[config.mk]
export PLATFORM = sky130hd
export DESIGN_NAME = bounded_indexed_list
export DESIGN_NICKNAME = d
export VERILOG_FILES = /design/src/rtl/core/bil_pkg.sv /design/src/rtl/core/bounded_indexed_list.sv /design/src/rtl/core/bil_store.sv
export SDC_FILE = /design/constraint.sdc
export NUM_CORES = 2
export LEC_CHECK = 0
export BUFFER_PORTS_ARGS = -buffer_cell sky130_fd_sc_hd__buf_2
export CORE_AREA = 5 5 426 743
export DETAILED_ROUTE_END_ITERATION = 7
export DIE_AREA = 0 0 431 748
export GPL_TIMING_DRIVEN = 0
export PLACE_DENSITY = 0.54
export REMOVE_ABC_BUFFERS = 1
export SYNTH_ARGS = -nofsm -noshare
export SYNTH_HDL_FRONTEND = slang
export SYNTH_SLANG_ARGS = --single-unit
[constraint.sdc]
create_clock -name clock -period 14.2 [get_ports clock]
set_clock_uncertainty 0.15 [all_clocks]
set_input_delay 0.71 -clock clock [delete_from_list [all_inputs] [get_ports clock]]
set_output_delay 0.71 -clock clock [all_outputs]
set_load 0.01 [all_outputs]
[src/rtl/core/bil_pkg.sv]
// ----------------------------------------------------------------------------
// bil_pkg
// Shared types and codes for the bounded indexed list
// ----------------------------------------------------------------------------
package bil_pkg;

   localparam int FIELD_W = 32;
   localparam int POS_W   = 7;
   localparam int CMD_W   = 3;
   localparam int STAT_W  = 2;
   localparam int LEN_W   = 7;

   typedef enum logic [CMD_W-1:0] {
      CMD_ADD_FRONT    = 3'd0,
      CMD_ADD_BACK     = 3'd1,
      CMD_INSERT_AT    = 3'd2,
      CMD_REMOVE_FRONT = 3'd3,
      CMD_REMOVE_BACK  = 3'd4,
      CMD_REMOVE_AT    = 3'd5,
      CMD_READ_AT      = 3'd6,
      CMD_NOP          = 3'd7
   } cmd_type;

   typedef enum logic [STAT_W-1:0] {
      STAT_OK    = 2'd0,
      STAT_FULL  = 2'd1,
      STAT_EMPTY = 2'd2,
      STAT_RANGE = 2'd3
   } status_type;

   typedef enum logic [3:0] {
      ST_IDLE,
      ST_SHIFT_RD,
      ST_SHIFT_WR,
      ST_PUT,
      ST_READ_RD,
      ST_FRONT_RD,
      ST_BACK_RD,
      ST_DONE
   } state_type;

endpackage

[src/rtl/core/bounded_indexed_list.sv]
// ----------------------------------------------------------------------------
// bounded_indexed_list
// Ordered list with front/back/indexed insert, remove and read
// steps: a read/write pair per entry that moves, then the write of an insertion
// or the read of a read, then the front read, back read and the response beat
// throughput: one command at a time; the next is taken the cycle after the
// response register loads, and a held response beat stalls only the last step
// reset clears the item count and the control state; the store is not cleared
// ----------------------------------------------------------------------------
module bounded_indexed_list #(
   parameter int CAPACITY   = 64,
   parameter int ITEM_WIDTH = 32
) (
   input  logic         clock,
   input  logic         reset,
   input  logic         req_tvalid,
   output logic         req_tready,
   // command[2:0], position[9:3], item_value[41:10], zero pad
   input  logic [47:0]  req_tdata,
   output logic         rsp_tvalid,
   input  logic         rsp_tready,
   // status[1:0], read_value[33:2], front_value[65:34], back_value[97:66],
   // length[104:98], is_empty[105], zero pad
   output logic [111:0] rsp_tdata
);

   localparam int AW   = $clog2(CAPACITY);
   localparam int CW   = $clog2(CAPACITY + 1);
   localparam int CMPW = (CW > bil_pkg::POS_W) ? CW : bil_pkg::POS_W;

   bil_pkg::state_type  state_ff, state_in;
   logic [CW-1:0]       count_ff, count_in;
   logic [CW-1:0]       idx_ff, idx_in;
   logic [CW-1:0]       at_ff, at_in;
   logic                up_ff, up_in;
   logic                reading_ff, reading_in;
   logic [ITEM_WIDTH-1:0] val_ff, val_in;
   logic                rsp_valid_ff, rsp_valid_in;
   logic [111:0]        rsp_data_ff, rsp_data_in;
   bil_pkg::status_type status_ff, status_in;
   logic [bil_pkg::FIELD_W-1:0] rd_ff, rd_in;
   logic [bil_pkg::FIELD_W-1:0] front_ff, front_in;
   logic [bil_pkg::FIELD_W-1:0] back_now;

   logic                  wr_en;
   logic [AW-1:0]         wr_addr;
   logic [ITEM_WIDTH-1:0] wr_data;
   logic [AW-1:0]         rd_addr;
   logic [ITEM_WIDTH-1:0] rd_data;

   bil_pkg::cmd_type          cmd;
   logic [bil_pkg::POS_W-1:0] pos;
   logic                      full, empty, pos_ok, accept, rsp_free;
   logic [CW-1:0]             at_pos, at_sel, idx_step;

   assign cmd      = bil_pkg::cmd_type'(req_tdata[2:0]);
   assign pos      = req_tdata[9:3];
   assign full     = (count_ff == CW'(CAPACITY));
   assign empty    = (count_ff == '0);
   assign pos_ok   = (pos != '0) && (CMPW'(pos) <= CMPW'(count_ff));
   assign at_pos   = CW'(pos - 7'd1);
   assign accept   = req_tvalid && req_tready;
   assign rsp_free = !rsp_valid_ff || rsp_tready;
   assign back_now = empty ? '0 : bil_pkg::FIELD_W'(rd_data);

   assign req_tready = (state_ff == bil_pkg::ST_IDLE);

   bil_store #(
      .DEPTH (CAPACITY),
      .WIDTH (ITEM_WIDTH)
   ) u_store (
      .clock   (clock),
      .wr_en   (wr_en),
      .wr_addr (wr_addr),
      .wr_data (wr_data),
      .rd_addr (rd_addr),
      .rd_data (rd_data)
   );

   always_ff @(posedge clock) begin
      if (reset) begin
         state_ff     <= bil_pkg::ST_IDLE;
         count_ff     <= '0;
         rsp_valid_ff <= 1'b0;
      end else begin
         state_ff     <= state_in;
         count_ff     <= count_in;
         rsp_valid_ff <= rsp_valid_in;
      end
   end

   always_ff @(posedge clock) begin
      idx_ff      <= idx_in;
      at_ff       <= at_in;
      up_ff       <= up_in;
      reading_ff  <= reading_in;
      val_ff      <= val_in;
      status_ff   <= status_in;
      rd_ff       <= rd_in;
      front_ff    <= front_in;
      rsp_data_ff <= rsp_data_in;
   end

   always_comb begin
      state_in     = state_ff;
      count_in     = count_ff;
      idx_in       = idx_ff;
      at_in        = at_ff;
      up_in        = up_ff;
      reading_in   = reading_ff;
      val_in       = val_ff;
      rsp_valid_in = rsp_valid_ff;
      rsp_data_in  = rsp_data_ff;
      status_in    = status_ff;
      rd_in        = rd_ff;
      front_in     = front_ff;
      wr_en        = 1'b0;
      wr_addr      = '0;
      wr_data      = rd_data;
      rd_addr      = '0;
      at_sel       = at_pos;
      idx_step     = up_ff ? (idx_ff - 1'b1) : (idx_ff + 1'b1);

      if (rsp_valid_ff && rsp_tready) begin
         rsp_valid_in = 1'b0;
      end

      case (state_ff)
         bil_pkg::ST_IDLE: begin
            if (accept) begin
               status_in  = bil_pkg::STAT_OK;
               rd_in      = '0;
               reading_in = 1'b0;
               val_in     = ITEM_WIDTH'(req_tdata[41:10]);
               state_in   = bil_pkg::ST_FRONT_RD;
               case (cmd)
                  bil_pkg::CMD_ADD_FRONT, bil_pkg::CMD_ADD_BACK,
                  bil_pkg::CMD_INSERT_AT: begin
                     if (cmd == bil_pkg::CMD_ADD_FRONT) begin
                        at_sel = '0;
                     end else if (cmd == bil_pkg::CMD_ADD_BACK) begin
                        at_sel = count_ff;
                     end
                     if (full) begin
                        status_in = bil_pkg::STAT_FULL;
                     end else if (cmd == bil_pkg::CMD_INSERT_AT && !pos_ok) begin
                        status_in = bil_pkg::STAT_RANGE;
                     end else begin
                        at_in    = at_sel;
                        idx_in   = count_ff;
                        up_in    = 1'b1;
                        count_in = count_ff + 1'b1;
                        state_in = (count_ff > at_sel) ? bil_pkg::ST_SHIFT_RD
                                                       : bil_pkg::ST_PUT;
                     end
                  end
                  bil_pkg::CMD_REMOVE_FRONT, bil_pkg::CMD_REMOVE_BACK,
                  bil_pkg::CMD_REMOVE_AT: begin
                     if (cmd == bil_pkg::CMD_REMOVE_FRONT) begin
                        at_sel = '0;
                     end else if (cmd == bil_pkg::CMD_REMOVE_BACK) begin
                        at_sel = count_ff - 1'b1;
                     end
                     if (empty) begin
                        status_in = bil_pkg::STAT_EMPTY;
                     end else if (cmd == bil_pkg::CMD_REMOVE_AT && !pos_ok) begin
                        status_in = bil_pkg::STAT_RANGE;
                     end else begin
                        at_in    = at_sel;
                        idx_in   = at_sel;
                        up_in    = 1'b0;
                        count_in = count_ff - 1'b1;
                        state_in = (at_sel < (count_ff - 1'b1)) ? bil_pkg::ST_SHIFT_RD
                                                                : bil_pkg::ST_FRONT_RD;
                     end
                  end
                  bil_pkg::CMD_READ_AT: begin
                     if (empty) begin
                        status_in = bil_pkg::STAT_EMPTY;
                     end else if (!pos_ok) begin
                        status_in = bil_pkg::STAT_RANGE;
                     end else begin
                        at_in      = at_pos;
                        reading_in = 1'b1;
                        state_in   = bil_pkg::ST_READ_RD;
                     end
                  end
                  default: begin
                     state_in = bil_pkg::ST_FRONT_RD;
                  end
               endcase
            end
         end
         bil_pkg::ST_SHIFT_RD: begin
            rd_addr  = up_ff ? AW'(idx_ff - 1'b1) : AW'(idx_ff + 1'b1);
            state_in = bil_pkg::ST_SHIFT_WR;
         end
         bil_pkg::ST_SHIFT_WR: begin
            wr_en   = 1'b1;
            wr_addr = AW'(idx_ff);
            wr_data = rd_data;
            idx_in  = idx_step;
            if (up_ff) begin
               state_in = (idx_step > at_ff) ? bil_pkg::ST_SHIFT_RD : bil_pkg::ST_PUT;
            end else begin
               state_in = (idx_step < count_ff) ? bil_pkg::ST_SHIFT_RD
                                                : bil_pkg::ST_FRONT_RD;
            end
         end
         bil_pkg::ST_PUT: begin
            wr_en    = 1'b1;
            wr_addr  = AW'(at_ff);
            wr_data  = val_ff;
            state_in = bil_pkg::ST_FRONT_RD;
         end
         bil_pkg::ST_READ_RD: begin
            rd_addr  = AW'(at_ff);
            state_in = bil_pkg::ST_FRONT_RD;
         end
         bil_pkg::ST_FRONT_RD: begin
            rd_addr = '0;
            if (reading_ff) begin
               rd_in = bil_pkg::FIELD_W'(rd_data);
            end
            state_in = bil_pkg::ST_BACK_RD;
         end
         bil_pkg::ST_BACK_RD: begin
            rd_addr  = AW'(count_ff - 1'b1);
            front_in = empty ? '0 : bil_pkg::FIELD_W'(rd_data);
            state_in = bil_pkg::ST_DONE;
         end
         bil_pkg::ST_DONE: begin
            // keep the back entry on the read port while the output is held
            rd_addr = AW'(count_ff - 1'b1);
            if (rsp_free) begin
               rsp_data_in  = {6'b0,
                               empty,
                               bil_pkg::LEN_W'(count_ff),
                               back_now,
                               front_ff,
                               rd_ff,
                               status_ff};
               rsp_valid_in = 1'b1;
               state_in     = bil_pkg::ST_IDLE;
            end
         end
         default: begin
            state_in = bil_pkg::ST_IDLE;
         end
      endcase
   end

   assign rsp_tvalid = rsp_valid_ff;
   assign rsp_tdata  = rsp_data_ff;

   // count stays within the capacity
   assert property (@(posedge clock) disable iff (reset)
      count_ff <= CW'(CAPACITY))
      else $error("item count beyond capacity");

   // an accepted command always leaves idle
   assert property (@(posedge clock) disable iff (reset)
      accept |=> state_ff != bil_pkg::ST_IDLE)
      else $error("command accepted but sequencer stayed idle");

   // a full status is only reported with a full list
   assert property (@(posedge clock) disable iff (reset)
      (rsp_valid_ff && rsp_data_ff[1:0] == bil_pkg::STAT_FULL)
         |-> rsp_data_ff[104:98] == bil_pkg::LEN_W'(CAPACITY))
      else $error("full status with room left");

   // an empty status is only reported with an empty list
   assert property (@(posedge clock) disable iff (reset)
      (rsp_valid_ff && rsp_data_ff[1:0] == bil_pkg::STAT_EMPTY) |-> rsp_data_ff[105])
      else $error("empty status with items held");

   // a held response beat does not change
   assert property (@(posedge clock) disable iff (reset)
      (rsp_valid_ff && !rsp_tready) |=> (rsp_valid_ff && $stable(rsp_data_ff)))
      else $error("response beat changed while held");

endmodule

[src/rtl/core/bil_store.sv]
// ----------------------------------------------------------------------------
// bil_store
// Item store: one write port, one read port with registered read data
// ----------------------------------------------------------------------------
module bil_store #(
   parameter int DEPTH = 64,
   parameter int WIDTH = 32
) (
   input  logic                     clock,
   input  logic                     wr_en,
   input  logic [$clog2(DEPTH)-1:0] wr_addr,
   input  logic [WIDTH-1:0]         wr_data,
   input  logic [$clog2(DEPTH)-1:0] rd_addr,
   output logic [WIDTH-1:0]         rd_data
);

   logic [WIDTH-1:0] mem [DEPTH];
   logic [WIDTH-1:0] rd_data_ff;

   always_ff @(posedge clock) begin
      if (wr_en) begin
         mem[wr_addr] <= wr_data;
      end
   end

   always_ff @(posedge clock) begin
      rd_data_ff <= mem[rd_addr];
   end

   assign rd_data = rd_data_ff;

endmodule
# Yosys cells after proc, flatten, opt, wreduce, memory -nomap -nowiden

Memories as Yosys holds them, arrays and structs flattened. A register that Yosys moved wholly into a read port is not among the register bits.
Cells that the tools add are included.
W data, S select, Z words.

Muxes and demuxes: 70
Order comparisons: 5
Equal/unequal tests: 28
Bitwise gates (word level): 1
Reduce and logical (&&, ||, !) cells: 29
Add/subtract/negate cells: 5

Operators with widths:

| operator              | count |
|---|---|
| $mux W7               | 24 |
| $mux W32              | 4 |
| $pmux W32 S2          | 1 |
| $pmux W7 S2           | 3 |
| $pmux W4 S7           | 1 |
| $mux W3               | 7 |
| $pmux W7 S3           | 1 |
| $sub A7 B1 Y7 const B | 3 |
| $pmux W6 S3           | 1 |
| $eq A4 B3 Y1 const B  | 4 |
| $mux W2               | 8 |
| $ne A2 B2 Y1 const B  | 8 |
| $add A7 B1 Y7 const B | 2 |
| $gt A7 B7 Y1          | 2 |
| $lt A7 B7 Y1          | 2 |
| $reduce_and A7 Y1     | 2 |
| $mux W1               | 13 |
| $ne A3 B3 Y1 const B  | 4 |
| $pmux W4 S3           | 1 |
| $pmux W6 S2           | 1 |
| $eq A3 B3 Y1 const B  | 3 |
| $reduce_and A9 Y1     | 1 |
| $eq A4 B2 Y1 const B  | 2 |
| $mux W4               | 2 |
| 24 further kinds      | 38 |

Register bits after elaboration: 232
Input bits: 52
Memories: 1
Bits in writable memories: 2,048
Word-level logic and storage cells: 151
Output and inout bits: 114

Memories:

| memory      | words | bits a word | rd ports | clocked after memory_dff | write ports | line            | source |
|---|---|---|---|---|---|---|---|
| u_store.mem | 64    | 32          | 1        | 1                        | 1           | bil_store.sv:17 | `logic [WIDTH-1:0] mem [DEPTH];` |

# Longest topological paths before layout

Depth in word-level cells: 13
Depth in mapped cells: 15

# Cells and area by module

From an unflattened synthesis, not the netlist that was laid out.

Cell total of the unflattened synthesis: 4,263
Area total of the unflattened synthesis: 89,363.2 um2

Modules (own cells, without submodules):

| module               | cells an instance | area each (um2) | instances | seq. area each (um2) |
|---|---|---|---|---|
| bil_store            | 3,511             | 79,039.6        | 1         | 62,139.6 |
| bounded_indexed_list | 752               | 10,323.7        | 1         | 6,826.5 |

# Worst setup path before layout

No wires, ideal clock.

Path kind: reg-to-reg
Start point: register state_ff[2]
End point: register rsp_data_ff[0] (netlist: rsp_tdata[0]), enable pin
Stages on the path, launching flop included: 5
Library setup time: 0.582 ns
Arrival time: 5.643 ns
Setup slack: 7.825 ns
Required time: 13.468 ns
Cells stage by stage: dfxtp_1 -> clkbuf_1 -> clkbuf_1 -> nand3_1 -> nor2b_1

Cells in the longest elaborated chain, start to end: 2

RTL lines:

| element                            | line                        | source |
|---|---|---|
| from (decl)                        | bounded_indexed_list.sv:31  | `bil_pkg::state_type state_ff, state_in;` |
| from (signal assigned)             | bounded_indexed_list.sv:82  | `state_ff <= bil_pkg::ST_IDLE;` |
| from (signal assigned)             | bounded_indexed_list.sv:86  | `state_ff <= state_in;` |
| $eq A4 B3 Y1                       | bounded_indexed_list.sv:128 | `case (state_ff)` |
| $reduce_and A2 Y1 (no source line) | -                           |  |
| to (signal assigned)               | bounded_indexed_list.sv:101 | `rsp_data_ff <= rsp_data_in;` |
| to (decl)                          | bounded_indexed_list.sv:39  | `logic [111:0] rsp_data_ff, rsp_data_in;` |

No other way between the ends.
A chain may end at the register's enable or synchronous reset.

# Worst setup path in the final report

Start point: register state_ff[1]
End point: memory u_store.mem[32][5], enable pin

Cells in the longest elaborated chain, start to end: 5

RTL lines:

| element                           | line                        | source |
|---|---|---|
| $eq A4 B2 Y1                      | bounded_indexed_list.sv:128 |  |
| $reduce_or A2 Y1 (no source line) | -                           |  |
| $mux W1                           | bounded_indexed_list.sv:128 |  |
| $mux W1                           | bil_store.sv:21             | `if (wr_en) begin` |
| $mux W1 (implied by the code)     | bil_store.sv:22             | `mem[wr_addr] <= wr_data;` |
| to (decl)                         | bil_store.sv:17             |  |

Parallel ways exist; a longest one is shown, timed or not.

==> impl_metrics.json <==
{
  "tritoncts": "done",
  "final_cell_mix": "edfxtp_1 (2,268), nand2_1 (1,614), mux2i_1 (518)",
  "die_w_microns": 431,
  "cp_num_buf_inv": 6,
  "drv_cap": 0,
  "path_class": "flop to flop",
  "cp.depth": 11,
  "wl_per_cell_microns": 22.6,
  "viasPerCell": 5.00,
  "slew_headroom_pct": 21.9,
  "ys_seq_area_share_pct": 74.7,
  "worstSkewPairLatency_ns": 0.84,
  "netlist_area_sq_mm": 0.0924,
  "hold_path.class": "input pin to flop",
  "switching_share_pct": 34.3,
  "timing_worst_slew_pin_value_ns": 1.17,
  "crit_arrival_ns": 6.70,
  "core-area_sq_mm": 0.310,
  "yosysTopAreaCell": "edfxtp_1",
  "crit_chain": "clkinv_1 > nor2_1 > nand2_2 > o21ai_0 > nand4_1 > nor4_2 > buf_4 > buf_4 > buf_4 > buf_4 > buf_4",
  "fin_hold_ws_ns": 0.0779,
  "ys_ff_latch": 2311,
  "ys_async_sr_fraction_pct": 0,
  "holdPathStages": 3,
  "worst_path_most_repeated_cell": "buf_4",
  "netlist.area_leader.share_pct": 73.7,
  "intPower_mw": 14.2,
  "critPathTopFamily": "simple AND/OR/NAND/NOR gates",
  "hpwl_microns": 153000,
  "clkPwrFrac_pct": 24.7,
  "cp_slowest_cell": "nor4_2",
  "avgSynthCellArea_sq_um": 14.3,
  "synth_edf_count": 2268,
  "synth-main-ff-cell": "edfxtp_1",
  "port_buffers": 153,
  "p_comb_share_pct": 34.4,
  "hold_viol": 0,
  "cts_sinks": 2311,
  "r2r_cells": 11,
  "synth_area_leaders": "edfxtp_1 (74%), nand2_1 (6.7%), mux2i_1 (5.6%)",
  "grt_pass1_wl_microns": 363000,
  "clkTransAtPathRegs_ns": 0.07,
  "drive_gt1_share_pct": 11.2,
  "synth_cells": 6472,
  "track_usage_pct": 14.7,
  "fin_crit_ns": 6.32,
  "dieHeight_microns": 748,
  "synthToLayoutAreaGrowth_pct": 17.0,
  "ys.warnings.count": 0,
  "cp.required_ns": 14.58,
  "grt_pass1_vias": 54800,
  "cp_max_fo": 17,
  "dieArea_sq_mm": 0.322,
  "finalWirelength_microns": 247000,
  "ctsRootBufferMaster": "clkbuf_16",
  "antenna_found_initial": 3,
  "io_pins": 166,
  "setup_violations": 0,
  "grt_max_degree": 84,
  "cts_max_level": 4,
  "post_cts_resized": 0,
  "cts_buffers": 195,
  "clock.fmax_mhz": 158,
  "final_nets": 6750,
  "vias": 54500,
  "final_common_cell": "edfxtp_1",
  "clockBufferDepth": 4,
  "critPathLaunchType": "flop",
  "endpoint_kind": "flop",
  "fin_tns_setup_ns": 0,
  "dr.pass1.iters": 5,
  "fillers": 29300,
  "place_ws_ns": 8.02,
  "ir_drop_mv": 0.123,
  "drc": 0,
  "drv_slew": 0,
  "sequentialPowerShare_pct": 40.9,
  "cpPeakStageDelay_ns": 1.02,
  "drt_iter0_markers": 4287,
  "start_util_pct": 29.8,
  "power.density_mw_per_mm2": 200,
  "gr-total-overflow": 0,
  "gp_congestion": 0.852,
  "outcome": "complete, no violations",
  "p_leak_nw": 37.0,
  "rsz0062_at_grt": "false",
  "power_switching_mw": 7.41,
  "fin_ws_ns": 7.88,
  "yosys.cell_types.count": 70,
  "rows": 271,
  "ant_nets": 0,
  "post-route-period-util_pct": 44.5
}
[worst paths after layout]
check	from	endpoint	slack (ns)
setup / recovery	state_ff[1]	u_store.mem[32][5]	7.88
hold / removal	req_tvalid	state_ff[0]	0.08
setup reg to reg	state_ff[1]	u_store.mem[32][5]	7.88
hold reg to reg	front_ff[16]	rsp_tdata[50]	0.27
[state kept, by name, indices dropped and copies added (netlist names)]
name and cells:
idx_ff 7, rd_ff 32, u_store.mem 2048, at_ff 7
count_ff 7, u_store.rd_data 32, up_ff 1, rsp_tvalid 1
front_ff 32, reading_ff 1, status_ff 2, state_ff 3
val_ff 32, rsp_tdata 106
[stage by stage]
stage | cells | instance area [sq um] | power (mW) | util [%]
final | 10900 | 108000 | 21.6 | 34.8
after CTS | 10900 | 108000 | 21.8 | 34.8
after global placement | 10300 | 96400 | 17.4 | 31.1
after detailed placement | 10500 | 102000 | 16.4 | 32.7
after global routing | 10900 | 108000 | 22.6 | 34.8
after floorplan | 6064 | 90500 | 15.5 | -
[layer usage]
metal  vias up  GRT usage (%)  wire length, microns
li1      24500              -                     -
met3       452           1.45                 10500
met4         0           5.86                  9940
met1     28000           16.6                 92500
met5         -              0                     0
met2      1580           28.3                134000
[final cells by class]
type                    count  area [sq um]  area share, %
well taps                4095          5120           4.74
clock buffers             248          5200           4.81
flip-flops and latches   2311         69000           63.8
diodes                      2          5.00        0.00463
multi-input cells        3726         22100           20.4
clock inverters            98          1000          0.926
repair buffers            401          5560           5.14
inverters                  27           101         0.0938
[worst min-delay path, delay by kind of cell]
kind | cells | cell delay [ns]
AOI/OAI and AO/OA | 1 | 0.08
and+or+nand+nor | 1 | 0.08
buffers and inverters | 1 | 0.14
[cells by family (layout without fill, tap and decap cells)]
group           Yosys count  count (layout)  synth area share (%)
buf+inv                 440             774                  2.20
simple gates           2540            2540                  12.0
fa+ha+maj                36              36                 0.488
xor+xnor                 21              21                 0.207
compound gates          604             604                  4.86
other cells               1               8               0.00406
flops                  2311            2311                  74.7
mux                     519             519                  5.62
[what timing repair did]
item	in CTS	in global routing
hold buffers	31	0
setup endpoints to repair	0	0
hold endpoints to repair	31	0
buffers inserted	0	0
[synth_stat cells, drive strengths merged (38+ instances only)]
cell type / instances
a221oi: 68
a31oi: 196
a32o: 65
and2: 66
and3: 260
buf: 238
clkbuf: 175
dfxtp: 43
edfxtp: 2268
mux2i: 518
nand2: 1649
nand3: 372
nor2: 107
or3: 38
[power by group through the flow]
stage,combinational [mW],sequential [mW],clock [mW]
after floorplan,6.57,8.97,0
after global placement,8.28,9.14,0
after detailed placement,7.44,8.99,0
after CTS,7.48,8.84,5.46
after global routing,8.03,8.86,5.73
final,7.45,8.84,5.34
Power figures use the tool's default switching activity.
